==> src/design/lpep_pkg.sv <==
package lpep_pkg;

	localparam int PIX_BITS   = 8;
	localparam int ALPHA_BITS = 9;

	localparam logic [ALPHA_BITS-1:0] ALPHA_ONE   = 9'd256;
	localparam logic [ALPHA_BITS-1:0] ALPHA_RESET = 9'd128;
	localparam logic [PIX_BITS-1:0]   MIN_RESET   = 8'd255;
	localparam logic [PIX_BITS-1:0]   MAX_RESET   = 8'd0;

	typedef enum logic [1:0] {
		ST_ACCUM,
		ST_MUL1,
		ST_MUL2,
		ST_DECIDE
	} state_t;

	typedef struct packed {
		logic accept;
		logic cap_mul1;
		logic cap_mul2;
		logic load_out;
	} cmd_t;

	typedef struct packed {
		logic out_free;
	} status_t;

endpackage

==> src/design/lpep_ctrl.sv <==
module lpep_ctrl (
	input  logic              clk,
	input  logic              arst_n,
	input  logic              in_valid,
	input  logic              last_pixel,
	input  lpep_pkg::status_t status,
	output lpep_pkg::cmd_t    cmd,
	output logic              in_ready
);

	lpep_pkg::state_t state_q;
	lpep_pkg::state_t state_d;

	always_ff @(posedge clk or negedge arst_n) begin
		if (!arst_n) begin
			state_q <= lpep_pkg::ST_ACCUM;
		end else begin
			state_q <= state_d;
		end
	end

	always_comb begin
		state_d = state_q;
		case (state_q)
			lpep_pkg::ST_ACCUM: begin
				if (in_valid && last_pixel) begin
					state_d = lpep_pkg::ST_MUL1;
				end
			end
			lpep_pkg::ST_MUL1: begin
				state_d = lpep_pkg::ST_MUL2;
			end
			lpep_pkg::ST_MUL2: begin
				state_d = lpep_pkg::ST_DECIDE;
			end
			lpep_pkg::ST_DECIDE: begin
				if (status.out_free) begin
					state_d = lpep_pkg::ST_ACCUM;
				end
			end
			default: begin
				state_d = lpep_pkg::ST_ACCUM;
			end
		endcase
	end

	always_comb begin
		cmd      = '0;
		in_ready = 1'b0;
		case (state_q)
			lpep_pkg::ST_ACCUM: begin
				in_ready   = 1'b1;
				cmd.accept = in_valid;
			end
			lpep_pkg::ST_MUL1: begin
				cmd.cap_mul1 = 1'b1;
			end
			lpep_pkg::ST_MUL2: begin
				cmd.cap_mul2 = 1'b1;
			end
			lpep_pkg::ST_DECIDE: begin
				cmd.load_out = status.out_free;
			end
			default: begin
				cmd = '0;
			end
		endcase
	end

endmodule

==> src/design/lpep_dp.sv <==
module lpep_dp #(
	parameter int COORD_BITS   = 12,
	parameter int MAX_LINE_LEN = 4096
) (
	input  logic                                clk,
	input  logic                                arst_n,
	input  lpep_pkg::cmd_t                      cmd,
	output lpep_pkg::status_t                   status,
	input  logic                                cfg_we,
	input  logic [lpep_pkg::ALPHA_BITS-1:0]     cfg_wdata,
	input  logic [lpep_pkg::PIX_BITS-1:0]       pixel_value,
	input  logic [COORD_BITS-1:0]               pixel_x,
	input  logic [COORD_BITS-1:0]               pixel_y,
	output logic                                out_valid,
	input  logic                                out_ready,
	output logic [COORD_BITS-1:0]               point_x,
	output logic [COORD_BITS-1:0]               point_y,
	output logic                                chose_darkest
);

	localparam int PB = lpep_pkg::PIX_BITS;
	localparam int AB = lpep_pkg::ALPHA_BITS;
	localparam int CW = $clog2(MAX_LINE_LEN + 1);
	localparam int SW = CW + PB;
	localparam int TW = AB + PB;
	localparam int RW = TW + CW;
	localparam logic [CW-1:0] FULL_COUNT = CW'(MAX_LINE_LEN);

	logic [AB-1:0]         alpha_q;
	logic [PB-1:0]         run_min_q;
	logic [PB-1:0]         run_max_q;
	logic [COORD_BITS-1:0] min_x_q;
	logic [COORD_BITS-1:0] min_y_q;
	logic [COORD_BITS-1:0] max_x_q;
	logic [COORD_BITS-1:0] max_y_q;
	logic [SW-1:0]         sum_q;
	logic [CW-1:0]         count_q;

	logic [SW-1:0]         nmin_q;
	logic [TW-1:0]         coef_span_q;
	logic [SW-1:0]         excess_q;
	logic [RW-1:0]         rhs_q;

	logic [COORD_BITS-1:0] point_x_q;
	logic [COORD_BITS-1:0] point_y_q;
	logic                  dark_q;
	logic                  out_valid_q;

	logic [AB-1:0]         coef;
	logic [PB-1:0]         span;
	logic [RW-1:0]         lhs;
	logic                  dark;

	always_comb begin
		coef = lpep_pkg::ALPHA_ONE - ((alpha_q > lpep_pkg::ALPHA_ONE) ? lpep_pkg::ALPHA_ONE : alpha_q);
		span = run_max_q - run_min_q;
		lhs  = RW'({excess_q, {PB{1'b0}}});
		dark = lhs > rhs_q;
	end

	assign status.out_free = !out_valid_q || out_ready;

	always_ff @(posedge clk or negedge arst_n) begin
		if (!arst_n) begin
			alpha_q <= lpep_pkg::ALPHA_RESET;
		end else if (cfg_we) begin
			alpha_q <= cfg_wdata;
		end
	end

	// Line state; cleared when the decision for a line leaves for the output register.
	always_ff @(posedge clk or negedge arst_n) begin
		if (!arst_n) begin
			run_min_q <= lpep_pkg::MIN_RESET;
			run_max_q <= lpep_pkg::MAX_RESET;
			min_x_q   <= '0;
			min_y_q   <= '0;
			max_x_q   <= '0;
			max_y_q   <= '0;
			sum_q     <= '0;
			count_q   <= '0;
		end else if (cmd.load_out) begin
			run_min_q <= lpep_pkg::MIN_RESET;
			run_max_q <= lpep_pkg::MAX_RESET;
			min_x_q   <= '0;
			min_y_q   <= '0;
			max_x_q   <= '0;
			max_y_q   <= '0;
			sum_q     <= '0;
			count_q   <= '0;
		end else if (cmd.accept && (count_q != FULL_COUNT)) begin
			if (count_q == '0) begin
				run_min_q <= pixel_value;
				run_max_q <= pixel_value;
				min_x_q   <= pixel_x;
				min_y_q   <= pixel_y;
				max_x_q   <= pixel_x;
				max_y_q   <= pixel_y;
			end else begin
				if (pixel_value > run_max_q) begin
					run_max_q <= pixel_value;
					max_x_q   <= pixel_x;
					max_y_q   <= pixel_y;
				end
				if (pixel_value < run_min_q) begin
					run_min_q <= pixel_value;
					min_x_q   <= pixel_x;
					min_y_q   <= pixel_y;
				end
			end
			sum_q   <= sum_q + SW'(pixel_value);
			count_q <= count_q + 1'b1;
		end
	end

	// Decision terms: n*min and (256-alpha)*span, then sum-n*min and the full right side.
	always_ff @(posedge clk) begin
		if (cmd.cap_mul1) begin
			nmin_q      <= SW'(count_q) * SW'(run_min_q);
			coef_span_q <= TW'(coef) * TW'(span);
		end
		if (cmd.cap_mul2) begin
			excess_q <= sum_q - nmin_q;
			rhs_q    <= RW'(coef_span_q) * RW'(count_q);
		end
		if (cmd.load_out) begin
			point_x_q <= dark ? min_x_q : max_x_q;
			point_y_q <= dark ? min_y_q : max_y_q;
			dark_q    <= dark;
		end
	end

	always_ff @(posedge clk or negedge arst_n) begin
		if (!arst_n) begin
			out_valid_q <= 1'b0;
		end else if (cmd.load_out) begin
			out_valid_q <= 1'b1;
		end else if (out_ready) begin
			out_valid_q <= 1'b0;
		end
	end

	assign out_valid     = out_valid_q;
	assign point_x       = point_x_q;
	assign point_y       = point_y_q;
	assign chose_darkest = dark_q;

endmodule

==> src/design/line_profile_extremum_picker_top.sv <==
// Picks one extremum point per sampled line. Pixels are taken one word per
// cycle while accumulating a line; the running minimum, maximum, their first
// positions, the sum and the count are updated in that same cycle. The word
// flagged last_pixel starts a decision of three steps (two multiply stages
// and a compare), during which in_ready is low. The result sits in an output
// register, so pixels of the next line are taken while it waits; the decision
// of that next line holds until the register is free. alpha_q is written
// through cfg_we/cfg_wdata; the user must write it between lines only, as the
// block itself does not enforce it; values above 256 act as 256.
module line_profile_extremum_picker_top #(
	parameter int COORD_BITS   = 12,
	parameter int MAX_LINE_LEN = 4096
) (
	input  logic                            clk,
	input  logic                            arst_n,
	input  logic                            cfg_we,
	input  logic [lpep_pkg::ALPHA_BITS-1:0] cfg_wdata,
	input  logic                            in_valid,
	output logic                            in_ready,
	input  logic [lpep_pkg::PIX_BITS-1:0]   pixel_value,
	input  logic [COORD_BITS-1:0]           pixel_x,
	input  logic [COORD_BITS-1:0]           pixel_y,
	input  logic                            last_pixel,
	output logic                            out_valid,
	input  logic                            out_ready,
	output logic [COORD_BITS-1:0]           point_x,
	output logic [COORD_BITS-1:0]           point_y,
	output logic                            chose_darkest
);

	lpep_pkg::cmd_t    cmd;
	lpep_pkg::status_t status;

	lpep_ctrl u_ctrl (
		.clk        (clk),
		.arst_n     (arst_n),
		.in_valid   (in_valid),
		.last_pixel (last_pixel),
		.status     (status),
		.cmd        (cmd),
		.in_ready   (in_ready)
	);

	lpep_dp #(
		.COORD_BITS   (COORD_BITS),
		.MAX_LINE_LEN (MAX_LINE_LEN)
	) u_dp (
		.clk           (clk),
		.arst_n        (arst_n),
		.cmd           (cmd),
		.status        (status),
		.cfg_we        (cfg_we),
		.cfg_wdata     (cfg_wdata),
		.pixel_value   (pixel_value),
		.pixel_x       (pixel_x),
		.pixel_y       (pixel_y),
		.out_valid     (out_valid),
		.out_ready     (out_ready),
		.point_x       (point_x),
		.point_y       (point_y),
		.chose_darkest (chose_darkest)
	);

endmodule

==> config.mk <==
export PLATFORM = sky130hd
export DESIGN_NAME = line_profile_extremum_picker_top
export DESIGN_NICKNAME = d
export VERILOG_FILES = /design/src/design/lpep_pkg.sv /design/src/design/lpep_ctrl.sv /design/src/design/lpep_dp.sv /design/src/design/line_profile_extremum_picker_top.sv
export SDC_FILE = /design/constraint.sdc
export NUM_CORES = 1
export LEC_CHECK = 0
export ABC_CLOCK_PERIOD_IN_PS = 6900
export BUFFER_PORTS_ARGS = -buffer_cell sky130_fd_sc_hd__buf_2
export CELL_PAD_IN_SITES_DETAIL_PLACEMENT = 0
export CELL_PAD_IN_SITES_GLOBAL_PLACEMENT = 1
export CORE_ASPECT_RATIO = 0.75
export CORE_MARGIN = 2
export CORE_UTILIZATION = 40
export CTS_CLUSTER_SIZE = 16
export DETAILED_ROUTE_END_ITERATION = 6
export PLACE_DENSITY_LB_ADDON = 0.15
export SYNTH_ARGS = -nofsm -noshare
export SYNTH_HDL_FRONTEND = slang
export SYNTH_SLANG_ARGS = --single-unit
==> constraint.sdc <==
create_clock -name clk -period 6.9 [get_ports clk]
set_input_delay 1.035 -clock clk [delete_from_list [all_inputs] [get_ports clk]]
set_output_delay 1.035 -clock clk [all_outputs]
set_load 0.005 [all_outputs]
==> impl_results.rst, run 1 <==
.. list-table::
   :header-rows: 1

   * - Metric
     - Value
   * - Outcome
     - completed
   * - Remaining DRCs
     - 0
   * - Fraction of the mapped netlist area in compound gates
     - 11.62%
   * - Worst voltage drop across the vdd grid
     - 0.7424 mV
   * - Worst R2R Path Depth
     - 22
   * - Fraction of the cycle the final worst path needs
     - 93.04%
   * - Time the worst path needs with I/O delays and setup
     - 6.420 ns
   * - Number of nets in the layout
     - 3132
   * - Number of hold violations in the final report
     - 0
   * - Ports
     - 74
   * - Slowest CP cell
     - dfstp_2
   * - Start of the worst register-to-register path
     - u_dp.run_min_q[1]
   * - Post-cts resize count
     - 0
   * - Antenna violations before repair
     - 0
   * - HPWL reported at the end of detailed placement
     - 50340 um
   * - Yosys warning total
     - 0
   * - Total iterations of the first detailed-routing run
     - 5
   * - Reported leakage power
     - 12.68 nW
   * - Starting density of the core
     - 40.29%
   * - Layout Cells excl Fill
     - 3396
   * - Pin slew with the least headroom to its limit
     - 1.228 ns
   * - Proportion of synthesized area in mux cells
     - 0.4177%
   * - Wirelength per Cell
     - 19.51 um
   * - Number of standard-cell rows in the floorplan
     - 78
   * - Clock Tree Buf Depth
     - 3
   * - Post-synth EDFFs
     - 114
   * - Most frequent cells in the layout
     - inv_1, nand2_1, fa_1
   * - X dimension of the die
     - 288.4 um
   * - Main combinational cell family by area after synthesis
     - adder cells
   * - Max Cap Viol
     - 0
   * - Post-Synthesis Cell Area
     - 24260 um2
   * - Synth Area per Inst
     - 9.477 um2
   * - Type of the most critical hold path
     - reg2reg
   * - Total setup buffers inserted after CTS
     - 0
   * - Most frequently used flop master after synthesis
     - edfxtp_1
   * - Final setup TNS
     - 0 ns
   * - Overall die area
     - 62660 um2
   * - Remaining max-slew budget at the tightest pin
     - 18.16%
   * - Clock skew
     - 0.02571 ns
   * - Number of design-rule violations left by the first detailed-router iteration
     - 1246
   * - Synth-to-Final Area Change
     - 8.654%
   * - Most common library cell in the layout ignoring fill and taps
     - inv_1
   * - Slew Limit Fails
     - 0
   * - Total wirelength of the detailed-routed design
     - 66250 um
   * - Number of global-route vias before repair
     - 18830
   * - XOR/XNOR Fraction of Synth Area
     - 3.430%
   * - Root buf cell
     - clkbuf_16
   * - Cell count after synthesis
     - 2560
   * - Critical path capture point type
     - flip-flop
   * - Share of post-route cells with drive strength above 1
     - 7.897%
   * - Worst setup endpoint
     - u_dp.coef_span_q[15]
   * - First-pass GRT wire length
     - 106300 um
   * - Kind of launch point of the worst setup path
     - flip-flop
   * - Post-synthesis adder-cell area fraction
     - 34.74%
   * - Post-synthesis simple-gate area fraction
     - 15.42%
   * - Upper clock frequency limit
     - 155.8 MHz
   * - Clk_lat worst skew
     - 0.55 ns
   * - Slowest Stage Delay on Critical Path
     - 0.65 ns
   * - Largest net degree at the start of global routing
     - 66
   * - Crit path from
     - u_dp.run_min_q[1]
   * - Total Power
     - 11.52 mW
   * - Overflow left after global routing
     - 0
   * - Sequential cell area fraction in the yosys report
     - 25.50%
   * - #FFs+latches synth
     - 224
   * - Req. time, crit path
     - 7.18 ns
   * - CTS tree
     - built
   * - RD Place Congestion
     - 0.8658
   * - Cells after DPL
     - 3350
   * - GRT Total Usage
     - 21.67%
   * - Number of different library cells in the post-synthesis netlist
     - 75
   * - Final setup violation count
     - 0
   * - Total clock buffers created by CTS
     - 25
   * - ANT nets after route
     - 0
   * - Quantity of hold-fixing buffers added after cts
     - 0
   * - Share of flip-flops with an asynchronous set or reset after synthesis
     - 49.11%
   * - Unrepaired setup endpoints after global routing
     - no
   * - Core box area
     - 60220 um2
   * - Net count after synthesis
     - 3115
   * - Worst-path clk slew
     - 0.07 ns
   * - WL met1
     - 33140 um
   * - Antenna diode count
     - 0
   * - Ordered list of cells on the worst path
     - inv_1 > ha_1 > nor2b_1 > o21ai_0 > a21boi_0 > o21ai_0 > a21o_1 > a21oi_1 > or3_1 > fa_1 > fa_1 > inv_1 > fa_1 > inv_1 > fa_1 > inv_1 > ha_1 > a21boi_0 > o211ai_1 > a211oi_1 > nor4_1 > nand3b_1
   * - Top sig layer
     - met4
   * - Met2 wire length
     - 28030 um
   * - Power Density
     - 437.1 nW/um2
   * - Maximum fanout along the worst path
     - 11
   * - Crit path DAT
     - 6.70 ns
   * - Critical path class
     - reg2reg
   * - Amount of wire on met3 after detailed routing
     - 4205 um
   * - Setup slack of the worst register-to-register path
     - 0.48 ns
   * - Die span in y
     - 217.3 um
   * - Vias per cell
     - 5.370
   * - H-tree levels
     - 1
   * - Input/output buffers
     - 73
   * - Critical register-to-register path endpoint
     - u_dp.coef_span_q[15]
   * - Via total after detailed routing
     - 18240
   * - Tightest hold margin
     - 0.5229 ns
   * - Clock Sink Count
     - 224
==> worst min-delay path by stage <==
stage                           from               end  slack (ns)  cells after the start
CTS                  u_dp.min_y_q[7]   u_dp.min_y_q[7]        0.52                      1
detailed placement   u_dp.min_y_q[7]   u_dp.min_y_q[7]        0.50                      1
finish               u_dp.min_y_q[7]   u_dp.min_y_q[7]        0.52                      1
global route         u_dp.min_y_q[2]   u_dp.min_y_q[2]        0.55                      1
floorplan            u_dp.min_x_q[0]   u_dp.min_x_q[0]        0.49                      1
global placement    u_dp.min_x_q[10]  u_dp.min_x_q[10]        0.50                      1
==> metal layers <==
metal  global-route usage (%)  vias up
met5                        0        -
met4                    3.161        0
met3                    3.061       68
met2                    32.04      493
met1                    34.00     9212
li1                         -     8464
==> final cells by class <==
cell class                 count  area, um2
sequential                   224       6187
timing repair buffer         110      645.6
tap                          800       1001
clock inverter                18      234.0
fill                        5803      33860
multi-input combinational   1771      15990
clock buffer                  28      636.9
inverter                     445       1670
==> report_power, final <==
group          total, mW  internal, mW  switching, mW  leakage (nW)
clock               1.45         0.858          0.590         0.422
combinational       7.13          2.85           4.27          9.74
sequential          2.95          2.31          0.637          2.51
total               11.5          6.02           5.50          12.7
==> metrics by stage <==
stage	utilization (%)	area (um2)	setup WS [ns]
after floorplan	-	24260	1.154
after global placement	42.33	25490	0.5908
after global routing	43.78	26360	0.001887
final	43.78	26360	0.4801
after CTS	43.78	26360	0.5022
after detailed placement	42.33	25490	0.5146
==> critical path, delay by kind of cell, from the launching register on <==
kind,cells,cell delay [ns]
AOI/OAI and AO/OA,8,1.85
adders and majority gates,6,2.51
buffers and inverters,4,0.35
DFF,1,0.65
and+or+nand+nor,4,0.80
==> cell usage after synthesis, drive strengths merged (30+ instances only) <==
cell type,count,area (um2)
ha,232,2903
and2,113,706.9
a21o,41,307.8
nor2,157,589.3
nand3b,30,225.2
xnor2,67,586.8
nand3,38,195.2
a32o,56,560.5
inv,443,1663
o21ai,52,264.0
nand2,285,1070
nand4,40,250.2
edfxtp,114,3423
dfrtp,101,2527
clkbuf,101,379.1
a21oi,90,450.4
fa,276,5525
==> registers in the layout, summed over array words and instances (netlist names) <==
name / flops
u_ctrl.state_q: 2
u_dp.max_y_q: 12
u_dp.max_x_q: 12
u_dp.run_max_q: 8
u_dp.excess_q: 21
u_dp.min_y_q: 12
u_dp.run_min_q: 8
u_dp.count_q: 13
u_dp.coef_span_q: 17
u_dp.rhs_q: 30
u_dp.point_y: 12
u_dp.chose_darkest: 1
u_dp.min_x_q: 12
u_dp.nmin_q: 21
u_dp.out_valid: 1
u_dp.point_x: 12
u_dp.sum_q: 21
u_dp.alpha_q: 9
==> cells by family after synthesis <==
logic type	count (synthesis)
xor gates and xnor gates	95
buffers and inverters	565
adders and majority gates	508
DFF	224
AOI/OAI and AO/OA	386
muxes	9
and+or+nand+nor	773
Note: power is estimated with default switching activity, not from simulation.
==> run 2, diff against run 1 <==
ABC_CLOCK_PERIOD_IN_PS = 5600   (was 6900)
PLACE_DENSITY_LB_ADDON = 0.1   (was 0.15)
clock period = 5.6 ns   (was 6.9 ns; I/O delays follow)
==> impl_results.rst, run 2 (synthesized netlist as in run 1, its figures left out) <==
.. list-table::
   :header-rows: 1

   * - Metric
     - Value
   * - Outcome
     - completed
   * - Crit path DAT
     - 5.90 ns (-0.80 ns)
   * - Wirelength per Cell
     - 19.12 um (-2.0%)
   * - Total clock buffers created by CTS
     - 26 (+4.0%)
   * - Clock Tree Buf Depth
     - 3 (unchanged)
   * - Maximum fanout along the worst path
     - 3 (-8)
   * - Antenna diode count
     - 0 (unchanged)
   * - Antenna violations before repair
     - 0 (unchanged)
   * - Number of global-route vias before repair
     - 18870 (+0.24%)
   * - Number of nets in the layout
     - 3276 (+4.6%)
   * - Synth-to-Final Area Change
     - 14.65%
   * - Clk_lat worst skew
     - 0.57 ns (+0.02 ns)
   * - Via total after detailed routing
     - 18470 (+1.3%)
   * - GRT Total Usage
     - 21.78% (+0.11 points)
   * - Input/output buffers
     - 73 (unchanged)
   * - Remaining DRCs
     - 0 (unchanged)
   * - Req. time, crit path
     - 5.90 ns (-1.28 ns)
   * - Total iterations of the first detailed-routing run
     - 5 (unchanged)
   * - Most frequent cells in the layout
     - inv_1, nand2_1, fa_1
   * - Most common library cell in the layout ignoring fill and taps
     - inv_1
   * - First-pass GRT wire length
     - 106700 um (+0.34%)
   * - Total wirelength of the detailed-routed design
     - 67720 um (+2.2%)
   * - Number of standard-cell rows in the floorplan
     - 78 (unchanged)
   * - Time the worst path needs with I/O delays and setup
     - 5.596 ns (-0.8238 ns)
   * - Critical path class
     - reg2reg
   * - Kind of launch point of the worst setup path
     - flip-flop
   * - Number of hold violations in the final report
     - 0 (unchanged)
   * - Overall die area
     - 62660 um2 (unchanged)
   * - Upper clock frequency limit
     - 178.7 MHz (+15%)
   * - Worst voltage drop across the vdd grid
     - 1.407 mV (+90%)
   * - Number of design-rule violations left by the first detailed-router iteration
     - 1260 (+1.1%)
   * - Die span in y
     - 217.3 um (unchanged)
   * - Power Density
     - 615.5 nW/um2 (+41%)
   * - Ports
     - 74 (unchanged)
   * - Core box area
     - 60220 um2 (unchanged)
   * - Final setup violation count
     - 0 (unchanged)
   * - Starting density of the core
     - 40.29% (unchanged)
   * - H-tree levels
     - 1 (unchanged)
   * - Clock skew
     - 0.02042 ns (-0.005298 ns)
   * - X dimension of the die
     - 288.4 um (unchanged)
   * - Worst-path clk slew
     - 0.06 ns (about the same)
   * - ANT nets after route
     - 0 (unchanged)
   * - RD Place Congestion
     - 0.8593 (-0.75%)
   * - Overflow left after global routing
     - 0 (unchanged)
   * - Reported leakage power
     - 13.43 nW (+6.0%)
   * - Root buf cell
     - clkbuf_16
   * - Type of the most critical hold path
     - in2async
   * - Remaining max-slew budget at the tightest pin
     - 19.13% (+0.96 points)
   * - HPWL reported at the end of detailed placement
     - 52330 um (+3.9%)
   * - Total Power
     - 17.12 mW (+49%)
   * - Unrepaired setup endpoints after global routing
     - yes
   * - Tightest hold margin
     - 0.3685 ns (-0.1544 ns)
   * - Slew Limit Fails
     - 0 (unchanged)
   * - Flip-flop count of the largest register, all copies and words added
     - 30 (unchanged)
   * - Largest register by flop count
     - u_dp.rhs_q
   * - Critical path capture point type
     - flip-flop
   * - Vias per cell
     - 5.216 (-2.9%)
   * - Share of post-route cells with drive strength above 1
     - 14.85% (+7.0 points)
   * - CTS tree
     - built
   * - Pin slew with the least headroom to its limit
     - 1.213 ns (-0.01447 ns)
   * - Fraction of the cycle the final worst path needs
     - 99.93% (+6.9 points)
   * - Quantity of hold-fixing buffers added after cts
     - 0 (unchanged)
   * - Max Cap Viol
     - 0 (unchanged)
   * - Clock Sink Count
     - 224 (unchanged)
   * - Largest net degree at the start of global routing
     - 66 (unchanged)
==> run 2: cell types whose count changed in the layout (fill, tap and decap cells not counted), sizes merged <==
cell / before / now
buf: 110 / 253
clkbuf: 28 / 37
inv: 446 / 445
bufinv: 5 / 0
clkinvlp: 2 / 1
==> run 2: stage by stage <==
stage | setup WS, ns | cells | instance area (um2) | setup TNS, ns | utilization, %
floorplan | 0.005877 | 2560 | 24290 | 0 | -
global placement | -0.2048 | 3472 | 26540 | -0.5923 | 44.08
detailed placement | -0.2548 | 3472 | 26540 | -0.8648 | 44.08
CTS | 0.001955 | 3523 | 27440 | 0 | 45.56
global route | -0.2005 | 3541 | 27820 | -0.8163 | 46.19
finish | 0.003913 | 3541 | 27820 | 0 | 46.19
==> run 2: cell type report <==
cell class	instances	area, um2
Clock inverter	11	73.82
Sequential cell	224	6192
Inverter	445	1670
Multi-Input combinational cell	1771	16270
Clock buffer	37	742.0
Tap cell	800	1001
Fill cell	5757	32400
Timing Repair Buffer	253	1863
==> run 2: worst paths after layout <==
| kind | startpoint | to | slack (ns) | cells past startpoint |
|---|---|---|---|---|
| max | u_dp.run_min_q[0] | u_dp.coef_span_q[14] | 0.004 | 25 |
| min | arst_n | u_dp.sum_q[10] | 0.37 | 1 |
| max reg2reg | u_dp.run_min_q[0] | u_dp.coef_span_q[14] | 0.004 | 25 |
| min in group clk | u_dp.min_y_q[2] | u_dp.min_y_q[2] | 0.52 | 1 |
| max in group asynchronous | arst_n | u_dp.min_x_q[1] | 3.92 | 2 |
| min reg2reg | u_dp.min_y_q[2] | u_dp.min_y_q[2] | 0.52 | 1 |
==> run 2: metal layers <==
metal / global-route usage (%) / up-vias / wire (um) / share of wire, %
li1: - / 8766 / - / -
met1: 33.71 / 9271 / 34320 / 51
met2: 31.66 / 374 / 28580 / 42
met3: 4.319 / 60 / 3891 / 5.7
met4: 3.541 / 0 / 919 / 1.4
met5: 0 / - / 0 / 0
==> run 2: repair_timing <==
item | 4_1_cts | 5_1_grt
pin swaps | 12 | 31
resized for setup | 12 | 62
setup endpoints to repair | 6 | 21
setup buffers | 3 | 18
==> run 2: worst max-delay path: stages, from the launching register on <==
cell,delay (ns)
dfstp_2,0.56
ha_4,0.12
inv_1,0.05
fa_2,0.33
nand2_1,0.08
nand2_1,0.06
a21oi_2,0.17
o21ai_2,0.07
a21oi_2,0.17
xor2_2,0.21
buf_4,0.16
buf_12,0.10
nor2_4,0.03
fa_1,0.56
fa_1,0.45
fa_1,0.53
inv_2,0.04
fa_1,0.51
inv_2,0.05
ha_4,0.24
nand2_4,0.06
nor2_2,0.04
and3_4,0.18
or3_4,0.37
a21oi_2,0.15
xnor2_1,0.07
==> run 2: report_power, final <==
group / leakage, nW / internal (mW) / total [mW] / switching (mW)
Sequential: 2.50 / 2.84 / 3.28 / 0.435
Combinational: 10.5 / 5.53 / 12.2 / 6.65
Clock: 0.402 / 0.925 / 1.67 / 0.742
Total: 13.4 / 9.30 / 17.1 / 7.82
==> run 3, diff against run 2 <==
PLACE_DENSITY = 0.72   (was not set)
PLACE_DENSITY_LB_ADDON = not set   (was 0.1)
==> impl_results.rst, run 3 (synthesized netlist as in run 1, its figures left out) <==
.. list-table::
   :header-rows: 1

   * - Metric
     - Value
   * - CTS tree
     - built
   * - Number of global-route vias before repair
     - 19020 (+0.78%)
   * - Slew Limit Fails
     - 0 (unchanged)
   * - Vias per cell
     - 5.313 (+1.9%)
   * - First-pass GRT wire length
     - 104700 um (-1.8%)
   * - GRT Total Usage
     - 20.98% (-0.81 points)
   * - Layout Cells excl Fill
     - 3527 (-0.40%)
   * - Slowest Stage Delay on Critical Path
     - 0.54 ns (-0.02 ns)
   * - Clk_lat worst skew
     - 0.56 ns (about the same)
   * - Clk pwr share
     - 10.7% (+1.0 points)
   * - Antenna diode count
     - 0 (unchanged)
   * - Cell family with the largest share of critical-path delay
     - adder cells
   * - Ordered list of cells on the worst path
     - inv_2 > ha_4 > nor2b_1 > o21ai_1 > a21boi_1 > o21ai_1 > a21o_1 > and3_4 > or3_4 > fa_1 > fa_1 > inv_2 > fa_1 > inv_2 > fa_1 > inv_2 > ha_4 > a21boi_2 > o211ai_1 > buf_4 > a211oi_4 > nor4_2 > nand3b_1
   * - Ports
     - 74 (unchanged)
   * - Upper clock frequency limit
     - 177.8 MHz (-0.50%)
   * - HPWL reported at the end of detailed placement
     - 51160 um (-2.2%)
   * - Reported leakage power
     - 13.36 nW (-0.52%)
   * - Worst-path clk slew
     - 0.06 ns (about the same)
   * - RD Place Congestion
     - 0.9093 (+5.8%)
   * - Most common library cell in the layout ignoring fill and taps
     - inv_1
   * - Placement Cell Area
     - 26450 um2 (-0.34%)
   * - Quantity of hold-fixing buffers added after cts
     - 0 (unchanged)
   * - Input/output buffers
     - 73 (unchanged)
   * - Clock Tree Buf Depth
     - 3 (unchanged)
   * - Most frequent cells in the layout
     - inv_1, nand2_1, fa_1
   * - Req. time, crit path
     - 5.89 ns (about the same)
   * - Starting density of the core
     - 40.29% (unchanged)
   * - Pin slew with the least headroom to its limit
     - 1.236 ns (+0.02296 ns)
   * - Number of design-rule violations left by the first detailed-router iteration
     - 1537 (+22%)
   * - Post-layout utilization of the core
     - 45.96% (-0.23 points)
   * - Clock Sink Count
     - 224 (unchanged)
   * - Share of post-route cells with drive strength above 1
     - 14.41% (-0.44 points)
   * - Unrepaired setup endpoints after global routing
     - yes
   * - Outcome
     - finished, violations left
   * - Fin area
     - 27680 um2 (-0.49%)
   * - H-tree levels
     - 1 (unchanged)
   * - Total wirelength of the detailed-routed design
     - 65240 um (-3.7%)
   * - Core box area
     - 60220 um2 (unchanged)
   * - Largest net degree at the start of global routing
     - 66 (unchanged)
   * - Number of standard-cell rows in the floorplan
     - 78 (unchanged)
   * - Clock skew
     - 0.01058 ns (-0.009841 ns)
   * - X dimension of the die
     - 288.4 um (unchanged)
   * - Tightest hold margin
     - 0.2799 ns (-0.08864 ns)
   * - Fraction of the cycle the final worst path needs
     - 100.4% (+0.51 points)
   * - Kind of launch point of the worst setup path
     - flip-flop
   * - Overall die area
     - 62660 um2 (unchanged)
   * - ANT nets after route
     - 0 (unchanged)
   * - Critical path capture point type
     - flip-flop
   * - Critical path class
     - reg2reg
   * - Part of the power in registers
     - 20.5% (+1.4 points)
   * - Root buf cell
     - clkbuf_16
   * - Largest register by flop count
     - u_dp.rhs_q
   * - Time the worst path needs with I/O delays and setup
     - 5.624 ns (+0.02832 ns)
   * - Total clock buffers created by CTS
     - 26 (unchanged)
   * - Antenna violations before repair
     - 0 (unchanged)
   * - Crit path setup slack, layout
     - -0.02441 ns (-0.02832 ns)
   * - Synth-to-Final Area Change
     - 14.08%
   * - Via total after detailed routing
     - 18740 (+1.5%)
   * - Flip-flop count of the largest register, all copies and words added
     - 30 (unchanged)
   * - Power Density
     - 580.1 nW/um2 (-5.7%)
   * - Final setup TNS
     - -0.03825 ns (-0.03825 ns)
   * - Slowest CP cell
     - dfstp_2
   * - Maximum fanout along the worst path
     - 3 (unchanged)
   * - Cells after DPL
     - 3465 (-0.20%)
   * - Remaining DRCs
     - 0 (unchanged)
   * - Total Power
     - 16.06 mW (-6.2%)
   * - Die span in y
     - 217.3 um (unchanged)
   * - Number of nets in the layout
     - 3262 (-0.43%)
   * - Number of hold violations in the final report
     - 0 (unchanged)
   * - Violated checks
     - negative setup slack
   * - Final setup violation count
     - 3 (+3)
   * - Wirelength per Cell
     - 18.50 um (-3.3%)
   * - Remaining max-slew budget at the tightest pin
     - 17.60% (-1.5 points)
   * - Crit path DAT
     - 5.91 ns (about the same)
   * - Overflow left after global routing
     - 0 (unchanged)
   * - Post-Place Worst Slack
     - -0.2070 ns (+0.04778 ns)
   * - Internal
     - 8.671 mW (-6.7%)
   * - Psw
     - 7.386 mW (-5.6%)
   * - Max Cap Viol
     - 0 (unchanged)
   * - Worst voltage drop across the vdd grid
     - 0.7370 mV (-48%)
   * - Net switching share of the total power
     - 46.00% (+0.30 points)
   * - Type of the most critical hold path
     - in2async
   * - Total iterations of the first detailed-routing run
     - 6 (+1)
   * - Critical path buffer and inverter count
     - 5 (unchanged)
   * - Share of power burned in combinational logic
     - 68.8% (-2.3 points)
[run 3: cell count changes in the layout (fill, tap and decap cells not counted), sizes merged]
cell      before  now
clkinvlp       1    0
bufinv         0    2
clkbuf        37   32
inv          445  446
buf          253  239
clkinv        10   13
[run 3: repair_timing]
| item | 4_1_cts | 5_1_grt |
|---|---|---|
| endpoints found under the setup margin | 7 | 20 |
| buffers inserted | 2 | 12 |
| pin swaps | 11 | 25 |
| resized for setup | 17 | 55 |
[run 3: layout make-up]
class / instances / area, um2
multi-input combinational: 1771 / 16260
sequential: 224 / 6195
clock inverter: 16 / 161.4
fill: 5696 / 32540
inverter: 445 / 1670
tap: 800 / 1001
clock buffer: 32 / 693.2
timing repair buffer: 239 / 1700
[run 3: path summary, 6_finish.rpt]
kind                       cells after the start               from                   end  slack, ns
setup / recovery                              23  u_dp.run_min_q[1]  u_dp.coef_span_q[15]      -0.02
hold / removal                                 1             arst_n         u_dp.sum_q[6]       0.28
setup reg to reg                              23  u_dp.run_min_q[1]  u_dp.coef_span_q[15]      -0.02
hold reg to reg                                1    u_dp.min_x_q[0]       u_dp.min_x_q[0]       0.53
max in group asynchronous                      2             arst_n       u_dp.alpha_q[6]       4.13
min in group clk                               2       cfg_wdata[6]       u_dp.alpha_q[6]       0.52
[run 3: metal layers]
| metal | vias to the layer above | wire length (um) | GRT usage [%] |
|---|---|---|---|
| li1 | 8733 | - | - |
| met1 | 9411 | 32250 | 32.43 |
| met2 | 533 | 27640 | 31.06 |
| met3 | 63 | 4317 | 3.532 |
| met4 | 0 | 1032 | 3.299 |
| met5 | - | 0 | 0 |
[run 3: power by group through the flow]
stage | Combinational (mW) | Sequential [mW] | Clock [mW]
after floorplan | 6.78 | 3.13 | 0
after global placement | 10.1 | 3.31 | 0
after detailed placement | 10.2 | 3.33 | 0
after CTS | 10.6 | 3.30 | 1.75
after global routing | 12.5 | 3.35 | 1.82
final | 11.0 | 3.29 | 1.73
